$ cat src/rtl/mxbt_ram.sv
// Generic single-port RAM with registered read data.
module mxbt_ram #(
   parameter int WIDTH = 8,
   parameter int DEPTH = 16
) (
   input  logic                                    clock,
   input  logic                                    re,
   input  logic                                    we,
   input  logic [((DEPTH > 1) ? $clog2(DEPTH) : 1)-1:0] addr,
   input  logic [WIDTH-1:0]                        wdata,
   output logic [WIDTH-1:0]                        rdata
);

   logic [WIDTH-1:0] mem [DEPTH];
   logic [WIDTH-1:0] rdata_ff;

   always_ff @(posedge clock) begin
      if (we) begin
         mem[addr] <= wdata;
      end
      if (re) begin
         rdata_ff <= mem[addr];
      end
   end

   assign rdata = rdata_ff;

endmodule

$ cat config.mk
export PLATFORM = sky130hd
export DESIGN_NAME = mxbt_ram
export DESIGN_NICKNAME = d
export VERILOG_FILES = /design/src/rtl/mxbt_ram.sv
export SDC_FILE = /design/constraint.sdc
export NUM_CORES = 1
export LEC_CHECK = 0
export BUFFER_PORTS_ARGS = -buffer_cell sky130_fd_sc_hd__clkbuf_2
export CAP_MARGIN = 20
export CORE_ASPECT_RATIO = 1.25
export CORE_MARGIN = 3
export CORE_UTILIZATION = 50
export CTS_CLUSTER_DIAMETER = 30
export CTS_CLUSTER_SIZE = 20
export DETAILED_ROUTE_END_ITERATION = 8
export GPL_ROUTABILITY_DRIVEN = 1
export PLACE_DENSITY = 0.76
export SYNTH_ARGS = -nofsm -noshare
export SYNTH_HDL_FRONTEND = slang
export SYNTH_SLANG_ARGS = --single-unit
$ cat constraint.sdc
create_clock -name clock -period 1.7 [get_ports clock]
set_clock_uncertainty 0.05 [all_clocks]
set_input_delay 0.085 -clock clock [delete_from_list [all_inputs] [get_ports clock]]
set_output_delay 0.085 -clock clock [all_outputs]
set_load 0.05 [all_outputs]
==> summary.txt, run 1 <==
Run status
  – Run status: finished, final reports clean

Route
  – Routed Antenna Nets: 0
  – WL final: 9600 um
  – Via-to-Cell Ratio: 5.76
  – Post-DR wirelength/cell: 22.6 um
  – First-pass detailed-route iteration total: 4
  – DRT iter0 DRCs: 258
  – Number of remaining DRC errors: 0
  – DR vias: 2450

Clocking
  – Hold-fix buffers at CTS: 0
  – Post-CTS resize count: 0
  – Num CTS Buffers: 17
  – CTS tree: built
  – Worst-path clk slew: 0.05 ns
  – Num Clock Sinks: 136
  – CTS max path bufs: 2
  – # Post-CTS Setup Buffers: 0
  – Worst skew pair latency: 0.41 ns
  – Clock Tree Root: clkbuf_16
  – Htree depth: 4

Setup path
  – CP Capture Type: flip-flop
  – Reg-to-Reg End: rdata[3]$_DFFE_PP_
  – Setup CP Type: flip-flop to flip-flop
  – Crit-path slowest cell: mux4_2
  – R2R Setup Slk: 0.16 ns
  – Critical-path cell list: mux4_2 -> a22oi_1 -> nand2_1
  – Slowest stage delay, CP: 0.48 ns
  – Worst r2r path cells: 3
  – Crit Path Max Fanout: 1
  – Critical path data arrival time: 1.64 ns
  – Req. time, crit path: 1.81 ns
  – RR Startpoint: mem[2][3]$_DFFE_PP_
  – Worst Setup Start Kind: flip-flop
  – Crit-path leading delay family: multiplexers
  – Crit path buf inv count: 0

Placed design
  – HPWL after detailed placement: 6480 um
  – GP Congestion: 0.758
  – Port buffer count: 22
  – Placed cells: 394

STA
  – Final setup fails: 0
  – Max Slew Vio Count: 0
  – Hold WS: 0.0404 ns
  – Slew HR: 0.756
  – Fin crit period: 1.54 ns
  – Worst slew pin tran: 0.366 ns
  – Fmax: 0.650 GHz
  – Final hold vios: 0
  – RSZ-0062 raised after global routing: no
  – Final worst-path cycle share: 0.904

Synth
  – Top FF cell, synth: edfxtp_1
  – Yosys cell types: 17
  – Yosys top cell area share: 0.793
  – Number of enable flip-flop cells after synthesis: 136
  – Warnings, synthesis: 0
  – Post-synthesis register bit count: 136
  – Avg Cell Area, Syn: 22.4 um^2
  – Async set or reset register ratio after synthesis: 0
  – Sequential fraction of the synthesis area: 0.793
  – Mapped Nets: 245
  – Synth Cell Area: 5150 um^2
  – Post-Syn Instances: 230
  – Synth top cells by count: edfxtp_1 (136), mux4_2 (32), a22oi_1 (16), nor2_1 (13), nand2_1 (9)
  – Largest area contributor in the netlist: edfxtp_1
  – Area contributors post-synth: edfxtp_1 (79%), mux4_2 (14%), a22oi_1 (2.3%)
  – Count leader, synth: edfxtp_1

Power and ir drop
  – Pwr Density: 1250 nW/um^2
  – Maximum vdd drop: 0.868 mV
  – P_leak: 2.07 nW

Worst hold path
  – Hold EP: rdata[3]$_DFFE_PP_
  – Worst Hold Class: primary input to flip-flop
  – Startpoint of the worst hold path: re
  – Hold-critical path depth: 1

Finish
  – Layout cell share with drive strength beyond 1: 0.361
  – Post-Layout Cell Count: 425
  – Area grow syn2layout: 19.7%
  – Ant diodes: 0
  – Final Net Count: 302
  – Core Util, Final: 0.628

Run
  – Max-Cap Viols: 0

Global routing
  – First-pass GRT wire length: 15200 um
  – Vias in the first global route: 2702
  – Initial antenna violation count: 0
  – GRT overflow: 0
  – Total track usage: 0.186
  – Largest net degree at the start of global routing: 29

Die
  – Initial Utilization: 0.525
  – Core box area: 9810 um^2
  – Die Ht: 119 um
  – # rows: 40
  – # IOs: 23
  – Die area: 11600 um^2
  – Die width: 96.8 um
==> power by group <==
group	internal, W	switching (W)
registers	0.00378	0.0000204
clock network	0.00226	0.00123
logic	0.000160	0.000253
total	0.00620	0.00150
==> worst max-delay path by stage <==
stage / from / end / depth (start not counted)
2_1_floorplan: addr[2] / mem[0][0]$_DFFE_PP_ / 2
3_3_place_gp: addr[0] / rdata[0]$_DFFE_PP_ / 5
3_5_place_dp: addr[0] / rdata[0]$_DFFE_PP_ / 5
4_1_cts: mem[7][6]$_DFFE_PP_ / rdata[6]$_DFFE_PP_ / 3
5_1_grt: mem[3][6]$_DFFE_PP_ / rdata[6]$_DFFE_PP_ / 3
6_report: mem[2][3]$_DFFE_PP_ / rdata[3]$_DFFE_PP_ / 3
==> state kept, by name (all words and copies together), names as in the netlist <==
register and count:
mem 128, rdata 8
==> metal layers <==
metal	routed length [um]	vias to the layer above	track usage
met5	0	-	0
met4	193	0	0.103
met3	428	16	0.0568
met2	5360	72	0.311
met1	3630	1273	0.213
li1	-	1089	-
==> area by class of cell <==
| class | count | area, um^2 |
|---|---|---|
| sequential | 136 | 4080 |
| tap | 126 | 158 |
| multi-input combinational | 83 | 1000 |
| fill | 693 | 3650 |
| timing repair buffer | 49 | 350 |
| clock inverter | 12 | 134 |
| clock buffer | 19 | 433 |
==> cell usage in the layout, fill, tap and decap left out, types with 2 or more instances in the layout <==
| cell | n |
|---|---|
| mux4_2 | 32 |
| nand2_1 | 9 |
| nand2b_1 | 2 |
| clkinv_1 | 3 |
| bufinv_16 | 3 |
| nor2b_1 | 2 |
| buf_4 | 24 |
| nand3b_1 | 2 |
| edfxtp_1 | 136 |
| nor3_1 | 4 |
| clkinv_2 | 5 |
| clkbuf_1 | 2 |
| clkbuf_16 | 17 |
| clkbuf_2 | 22 |
| nor2_1 | 13 |
| buf_12 | 3 |
| a22oi_1 | 16 |
==> logic make-up after synthesis <==
kind of cell,after synthesis,synth area share
AOI/OAI and AO/OA,16,0.0233
muxes,32,0.140
and+or+nand+nor,35,0.0316
DFF,136,0.793
buffers and inverters,11,0.0117
==> metrics by stage <==
stage	worst slack, ns	TNS [ns]	instance area [um^2]	power (W)
3_3_place_gp	-0.00817	-0.00817	5600	0.00427
2_1_floorplan	0.0720	0	5150	0.00411
5_1_grt	0.0592	0	6160	0.00796
4_1_cts	0.123	0	6160	0.00777
3_5_place_dp	-0.0420	-0.0864	5600	0.00429
6_report	0.162	0	6160	0.00770
Note: power is estimated with default switching activity, not from simulation.
==> run 2, diff against run 1 <==
- CORE_MARGIN: 3 -> 2
- PLACE_DENSITY: 0.76 -> 0.7
==> run 2 against run 1 <==
Net effect:
- sequential power hardly changed
- register-to-register slack gained 0.03 ns
- worst setup slack better by 0.028 ns
==> summary.txt, run 2 (synthesized netlist as in run 1, its figures left out) <==
Clocking
  – # Post-CTS Setup Buffers: 0 (unchanged)
  – Num Clock Sinks: 136 (unchanged)
  – Htree depth: 4 (unchanged)
  – Worst-path clk slew: 0.05 ns (about the same)
  – Num CTS Buffers: 17 (unchanged)
  – Worst skew pair latency: 0.41 ns (about the same)
  – Post-CTS resize count: 0 (unchanged)
  – Hold-fix buffers at CTS: 0 (unchanged)
  – CTS tree: built (unchanged)
  – Clock Tree Root: clkbuf_16 (unchanged)
  – CTS max path bufs: 2 (unchanged)

Setup path
  – Critical path data arrival time: 1.61 ns (was 1.64 ns)
  – CP Capture Type: flip-flop (unchanged)
  – Critical Path Source: mem[3][4]$_DFFE_PP_ (was mem[2][3]$_DFFE_PP_)
  – Worst Setup Start Kind: flip-flop (unchanged)
  – Req. time, crit path: 1.80 ns (was 1.81 ns)
  – Crit Path Max Fanout: 1 (unchanged)
  – R2R Setup Slk: 0.19 ns (was 0.16 ns)
  – Setup CP Type: flip-flop to flip-flop (unchanged)
  – RR Startpoint: mem[3][4]$_DFFE_PP_ (was mem[2][3]$_DFFE_PP_)

Route
  – Via-to-Cell Ratio: 5.67 (was 5.76)
  – DR vias: 2448 (was 2450)
  – First-pass detailed-route iteration total: 4 (unchanged)
  – Number of remaining DRC errors: 0 (unchanged)
  – WL final: 9260 um (was 9600 um)
  – Post-DR wirelength/cell: 21.4 um (was 22.6 um)
  – Routed Antenna Nets: 0 (unchanged)
  – DRT iter0 DRCs: 209 (was 258)

Power and ir drop
  – Internal power: 0.00590 W (was 0.00620 W)
  – Total Power: 0.00739 W (was 0.00770 W)
  – Sw Share: 0.202 (was 0.195)
  – Maximum vdd drop: 0.728 mV (was 0.868 mV)
  – Pwr Density: 1200 nW/um^2 (was 1250 nW/um^2)
  – P_leak: 2.08 nW (was 2.07 nW)
  – NetSw: 0.00149 W (was 0.00150 W)
  – Clock power frac: 0.429 (was 0.453)
  – Comb power frac: 0.056 (was 0.054)
  – Sequential fraction of design power: 0.514 (was 0.494)

STA
  – Max Slew Vio Count: 0 (unchanged)
  – Slew HR: 0.471 (was 0.756)
  – RSZ-0062 raised after global routing: no (unchanged)
  – Final hold vios: 0 (unchanged)
  – Setup TNS: 0 ns (unchanged)
  – Fmax: 0.662 GHz (was 0.650 GHz)
  – Final worst-path cycle share: 0.888 (was 0.904)
  – Worst slew pin tran: 0.791 ns (was 0.366 ns)
  – Final setup fails: 0 (unchanged)
  – Fin crit period: 1.51 ns (was 1.54 ns)

Die
  – Die width: 94.8 um (was 96.8 um)
  – Die Ht: 117 um (was 119 um)
  – Core box area: 10100 um^2 (was 9810 um^2)
  – # IOs: 23 (unchanged)
  – # rows: 41 (was 40)
  – Initial Utilization: 0.512 (was 0.525)
  – Die area: 11100 um^2 (was 11600 um^2)

Global routing
  – First-pass GRT wire length: 14600 um (was 15200 um)
  – Total track usage: 0.188 (was 0.186)
  – Vias in the first global route: 2629 (was 2702)
  – Largest net degree at the start of global routing: 23 (was 29)
  – Initial antenna violation count: 0 (unchanged)
  – GRT overflow: 0 (unchanged)

Finish
  – Final Net Count: 306 (was 302)
  – Ant diodes: 0 (unchanged)
  – Commonest cells after routing, fill and taps aside: edfxtp_1 (136), mux4_2 (32), buf_4 (26) (was edfxtp_1 (136), mux4_2 (32), buf_4 (24))
  – Area grow syn2layout: 19.9% (was 19.7%)
  – Layout cell share with drive strength beyond 1: 0.363 (was 0.361)
  – Commonest non-fill, non-tap cell in the layout: edfxtp_1 (unchanged)
  – Top reg by flops: mem (unchanged)
  – Largest register FFs: 128 (unchanged)

Run
  – Max-Cap Viols: 0 (unchanged)

Run status
  – Run status: finished, final reports clean (unchanged)

Worst hold path
  – Worst Hold Class: primary input to flip-flop (unchanged)
  – Startpoint of the worst hold path: wdata[2] (was re)

Placed design
  – GP Congestion: 0.829 (was 0.758)
  – Port buffer count: 22 (unchanged)
  – HPWL after detailed placement: 6260 um (was 6480 um)
==> run 2: cell types whose count changed in the layout (fill, tap and decap cells not counted), sizes merged <==
cell / previous run / this run
buf: 27 / 31
bufinv: 3 / 1
clkbuf: 41 / 40
clkinv: 8 / 11
==> run 2: final timing paths <==
check             cells past startpoint             endpoint
hold / removal                        1  mem[6][2]$_DFFE_PP_
hold reg to reg                       3   rdata[7]$_DFFE_PP_
setup / recovery                      3   rdata[4]$_DFFE_PP_
setup reg to reg                      3   rdata[4]$_DFFE_PP_
==> run 2: power by group through the flow <==
stage                     logic, W  registers, W  clock network [W]
after floorplan           0.000193       0.00392                  0
after global placement    0.000413       0.00387                  0
after detailed placement  0.000422       0.00387                  0
after CTS                 0.000424       0.00380            0.00323
after global routing      0.000450       0.00381            0.00338
final                     0.000417       0.00380            0.00318
==> run 2: routing by layer <==
layer / global-route usage / share of wire / vias up
li1: - / - / 1093
met5: 0 / 0 / -
met4: 0.0761 / 0.015 / 0
met1: 0.244 / 0.41 / 1275
met2: 0.296 / 0.53 / 67
met3: 0.0572 / 0.045 / 13
==> run 2: area by class of cell <==
type | count | area [um^2]
Sequential cell | 136 | 4080
Fill cell | 742 | 3880
Multi-Input combinational cell | 83 | 1000
Clock buffer | 18 | 429
Timing Repair Buffer | 53 | 405
Tap cell | 129 | 161
Clock inverter | 13 | 88.8
==> run 2: per-stage QoR <==
| stage | hold WS, ns | cells | util | setup WS, ns | instance area (um^2) |
|---|---|---|---|---|---|
| final | 0.0441 | 432 | 0.614 | 0.190 | 6170 |
| after global routing | 0.0425 | 432 | 0.614 | 0.148 | 6170 |
| after CTS | 0.0374 | 432 | 0.614 | 0.190 | 6170 |
| after detailed placement | 0.467 | 401 | 0.562 | 0.0202 | 5650 |
| after global placement | 0.447 | 401 | 0.562 | 0.0343 | 5650 |
| after floorplan | 0.134 | 230 | - | 0.0720 | 5150 |
==> run 2: worst max-delay path, cell delays in order, from the launching register on <==
cell and delay (ns):
edfxtp_1 0.37, mux4_2 0.49, a22oi_1 0.27, nand2_1 0.09
==> run 3, diff against run 2 <==
- PLACE_DENSITY: 0.7 -> 0.67
- clock period: 1.7 -> 1.95 ns (I/O delays scaled with it)
==> run 3 against run 2 <==
Net effect:
- first-iteration DRC count is 12% lower
- largest power group unchanged
- register-to-register slack better by 0.22 ns
- core utilization fell by 0.88 points
- routed wire length grew 4.0%
- sequential power decreased by 13%
- final cell count decreased by 1.6%
- maximum frequency shrank 1.8%
- die area did not move
- non-clock buffer count shrank 7
- critical path type unchanged
- via count is 0.45% lower
==> summary.txt, run 3 (synthesized netlist as in run 1, its figures left out) <==
Run status
  – Run status: finished, final reports clean (unchanged)

Setup path
  – Stages on the worst setup path: 3 (unchanged)
  – CP Capture Type: flip-flop (unchanged)
  – Worst r2r path cells: 3 (unchanged)
  – Worst Setup Start Kind: flip-flop (unchanged)
  – Critical-path cell list: mux4_2 -> a22oi_1 -> nand2_1 (unchanged)
  – Crit-path slowest cell: mux4_2 (unchanged)
  – Crit path buf inv count: 0 (unchanged)
  – Critical path data arrival time: 1.64 ns (was 1.61 ns)
  – Req. time, crit path: 2.05 ns (was 1.80 ns)
  – Slowest stage delay, CP: 0.45 ns (was 0.49 ns)
  – Setup CP Type: flip-flop to flip-flop (unchanged)
  – Crit Path Max Fanout: 1 (unchanged)
  – Crit-path leading delay family: multiplexers (unchanged)

Finish
  – Layout cell share with drive strength beyond 1: 0.348 (was 0.363)
  – Ant diodes: 0 (unchanged)
  – Area grow syn2layout: 18.2% (was 19.9%)
  – Largest register FFs: 128 (unchanged)
  – Commonest non-fill, non-tap cell in the layout: edfxtp_1 (unchanged)
  – Commonest cells after routing, fill and taps aside: edfxtp_1 (136), mux4_2 (32), clkbuf_2 (22), buf_4 (22), clkbuf_16 (17) (was edfxtp_1 (136), mux4_2 (32), buf_4 (26))
  – Seq. cell area: 4080 um^2 (unchanged)
  – Filler Cell Count: 741 (was 742)
  – Multi-input gate area: 1000 um^2 (unchanged)
  – Top reg by flops: mem (unchanged)
  – Core Util, Final: 0.605 (was 0.614)
  – Final Net Count: 299 (was 306)

Placed design
  – HPWL after detailed placement: 6320 um (was 6260 um)
  – Port buffer count: 22 (unchanged)
  – GP Congestion: 0.784 (was 0.829)

Route
  – Post-DR wirelength/cell: 22.7 um (was 21.4 um)
  – WL final: 9630 um (was 9260 um)
  – Number of remaining DRC errors: 0 (unchanged)
  – Routed Antenna Nets: 0 (unchanged)
  – First-pass detailed-route iteration total: 4 (unchanged)
  – DR vias: 2437 (was 2448)
  – Via-to-Cell Ratio: 5.73 (was 5.67)
  – DRT iter0 DRCs: 183 (was 209)

STA
  – Final setup fails: 0 (unchanged)
  – Setup TNS: 0 ns (unchanged)
  – Final worst-path cycle share: 0.788 (was 0.888)
  – Max Slew Vio Count: 0 (unchanged)
  – Worst slew pin tran: 0.595 ns (was 0.791 ns)
  – Hold WS: 0.0524 ns (was 0.0441 ns)
  – RSZ-0062 raised after global routing: no (unchanged)
  – Fmax: 0.650 GHz (was 0.662 GHz)
  – Final hold vios: 0 (unchanged)
  – Fin crit period: 1.54 ns (was 1.51 ns)
  – Slew HR: 0.602 (was 0.471)

Power and ir drop
  – Comb power frac: 0.054 (was 0.056)
  – Sw Share: 0.204 (was 0.202)
  – P_leak: 2.02 nW (was 2.08 nW)
  – Pwr Density: 1060 nW/um^2 (was 1200 nW/um^2)
  – NetSw: 0.00132 W (was 0.00149 W)
  – Total Power: 0.00645 W (was 0.00739 W)
  – Internal power: 0.00514 W (was 0.00590 W)
  – Maximum vdd drop: 0.624 mV (was 0.728 mV)
  – Sequential fraction of design power: 0.514 (about the same)
  – Clock power frac: 0.432 (was 0.429)

Die
  – Core box area: 10100 um^2 (unchanged)
  – Die area: 11100 um^2 (unchanged)
  – Die Ht: 117 um (unchanged)
  – # rows: 41 (unchanged)
  – # IOs: 23 (unchanged)
  – Die width: 94.8 um (unchanged)
  – Initial Utilization: 0.512 (unchanged)

Clocking
  – Worst skew pair latency: 0.41 ns (about the same)
  – Num CTS Buffers: 17 (unchanged)
  – CTS max path bufs: 2 (unchanged)
  – Hold-fix buffers at CTS: 0 (unchanged)
  – Worst-path clk slew: 0.06 ns (was 0.05 ns)
  – Post-CTS resize count: 0 (unchanged)
  – CTS tree: built (unchanged)
  – Htree depth: 4 (unchanged)
  – Clock Tree Root: clkbuf_16 (unchanged)
  – # Post-CTS Setup Buffers: 0 (unchanged)
  – Num Clock Sinks: 136 (unchanged)

Global routing
  – Vias in the first global route: 2570 (was 2629)
  – Largest net degree at the start of global routing: 40 (was 23)
  – First-pass GRT wire length: 15000 um (was 14600 um)
  – GRT overflow: 0 (unchanged)
  – Initial antenna violation count: 0 (unchanged)
  – Total track usage: 0.196 (was 0.188)

Worst hold path
  – Worst Hold Class: primary input to flip-flop (unchanged)
  – Hold-critical path depth: 1 (unchanged)

Run
  – Max-Cap Viols: 0 (unchanged)
==> run 3: changes by cell type in the layout (fill, tap and decap cells not counted) <==
cell        change
clkinv_4        -1
clkinvlp_4      +2
clkinv_1        -1
buf_4           -4
buf_12          -3
clkbuf_1        +1
clkinv_2        -1
==> run 3: worst reg2reg max path: cells and delay by family, from the launching register on <==
| kind | cells | cell delay (ns) |
|---|---|---|
| and+or+nand+nor | 1 | 0.10 |
| DFF | 1 | 0.36 |
| AOI/OAI and AO/OA | 1 | 0.32 |
| muxes | 1 | 0.45 |
==> run 3: metrics by stage <==
stage	setup slack, ns	std cells	cell area (um^2)
after floorplan	0.309	230	5150
after global placement	0.268	394	5560
after detailed placement	0.216	394	5560
after CTS	0.399	425	6080
after global routing	0.334	425	6080
final	0.413	425	6080
==> run 3: final timing paths <==
check                       startpoint  slack [ns]                 end
setup / recovery   mem[0][7]$_DFFE_PP_        0.41  rdata[7]$_DFFE_PP_
hold / removal                      re        0.05  rdata[6]$_DFFE_PP_
setup reg to reg   mem[0][7]$_DFFE_PP_        0.41  rdata[7]$_DFFE_PP_
hold reg to reg   mem[15][4]$_DFFE_PP_        0.70  rdata[4]$_DFFE_PP_
==> run 3: routing by layer <==
layer,up-vias,global-route usage,wire length [um],share of wire
li1,1075,-,-,-
met1,1256,0.251,3850,0.40
met2,97,0.311,5040,0.52
met3,9,0.0552,606,0.063
met4,0,0.0870,137,0.014
met5,-,0,0,0
==> run 3: final cells by class <==
class                           count  share of cell area
Clock buffer                       19              0.0712
Multi-Input combinational cell     83               0.165
Sequential cell                   136               0.671
Tap cell                          129              0.0265
Clock inverter                     12              0.0142
Timing Repair Buffer               46              0.0518
==> run 3: power by group through the flow <==
stage          registers (W)  logic, W  clock network (W)
5_1_grt              0.00332  0.000378            0.00296
2_1_floorplan        0.00342  0.000169                  0
6_report             0.00331  0.000349            0.00279
3_5_place_dp         0.00337  0.000354                  0
4_1_cts              0.00332  0.000356            0.00284
3_3_place_gp         0.00337  0.000346                  0
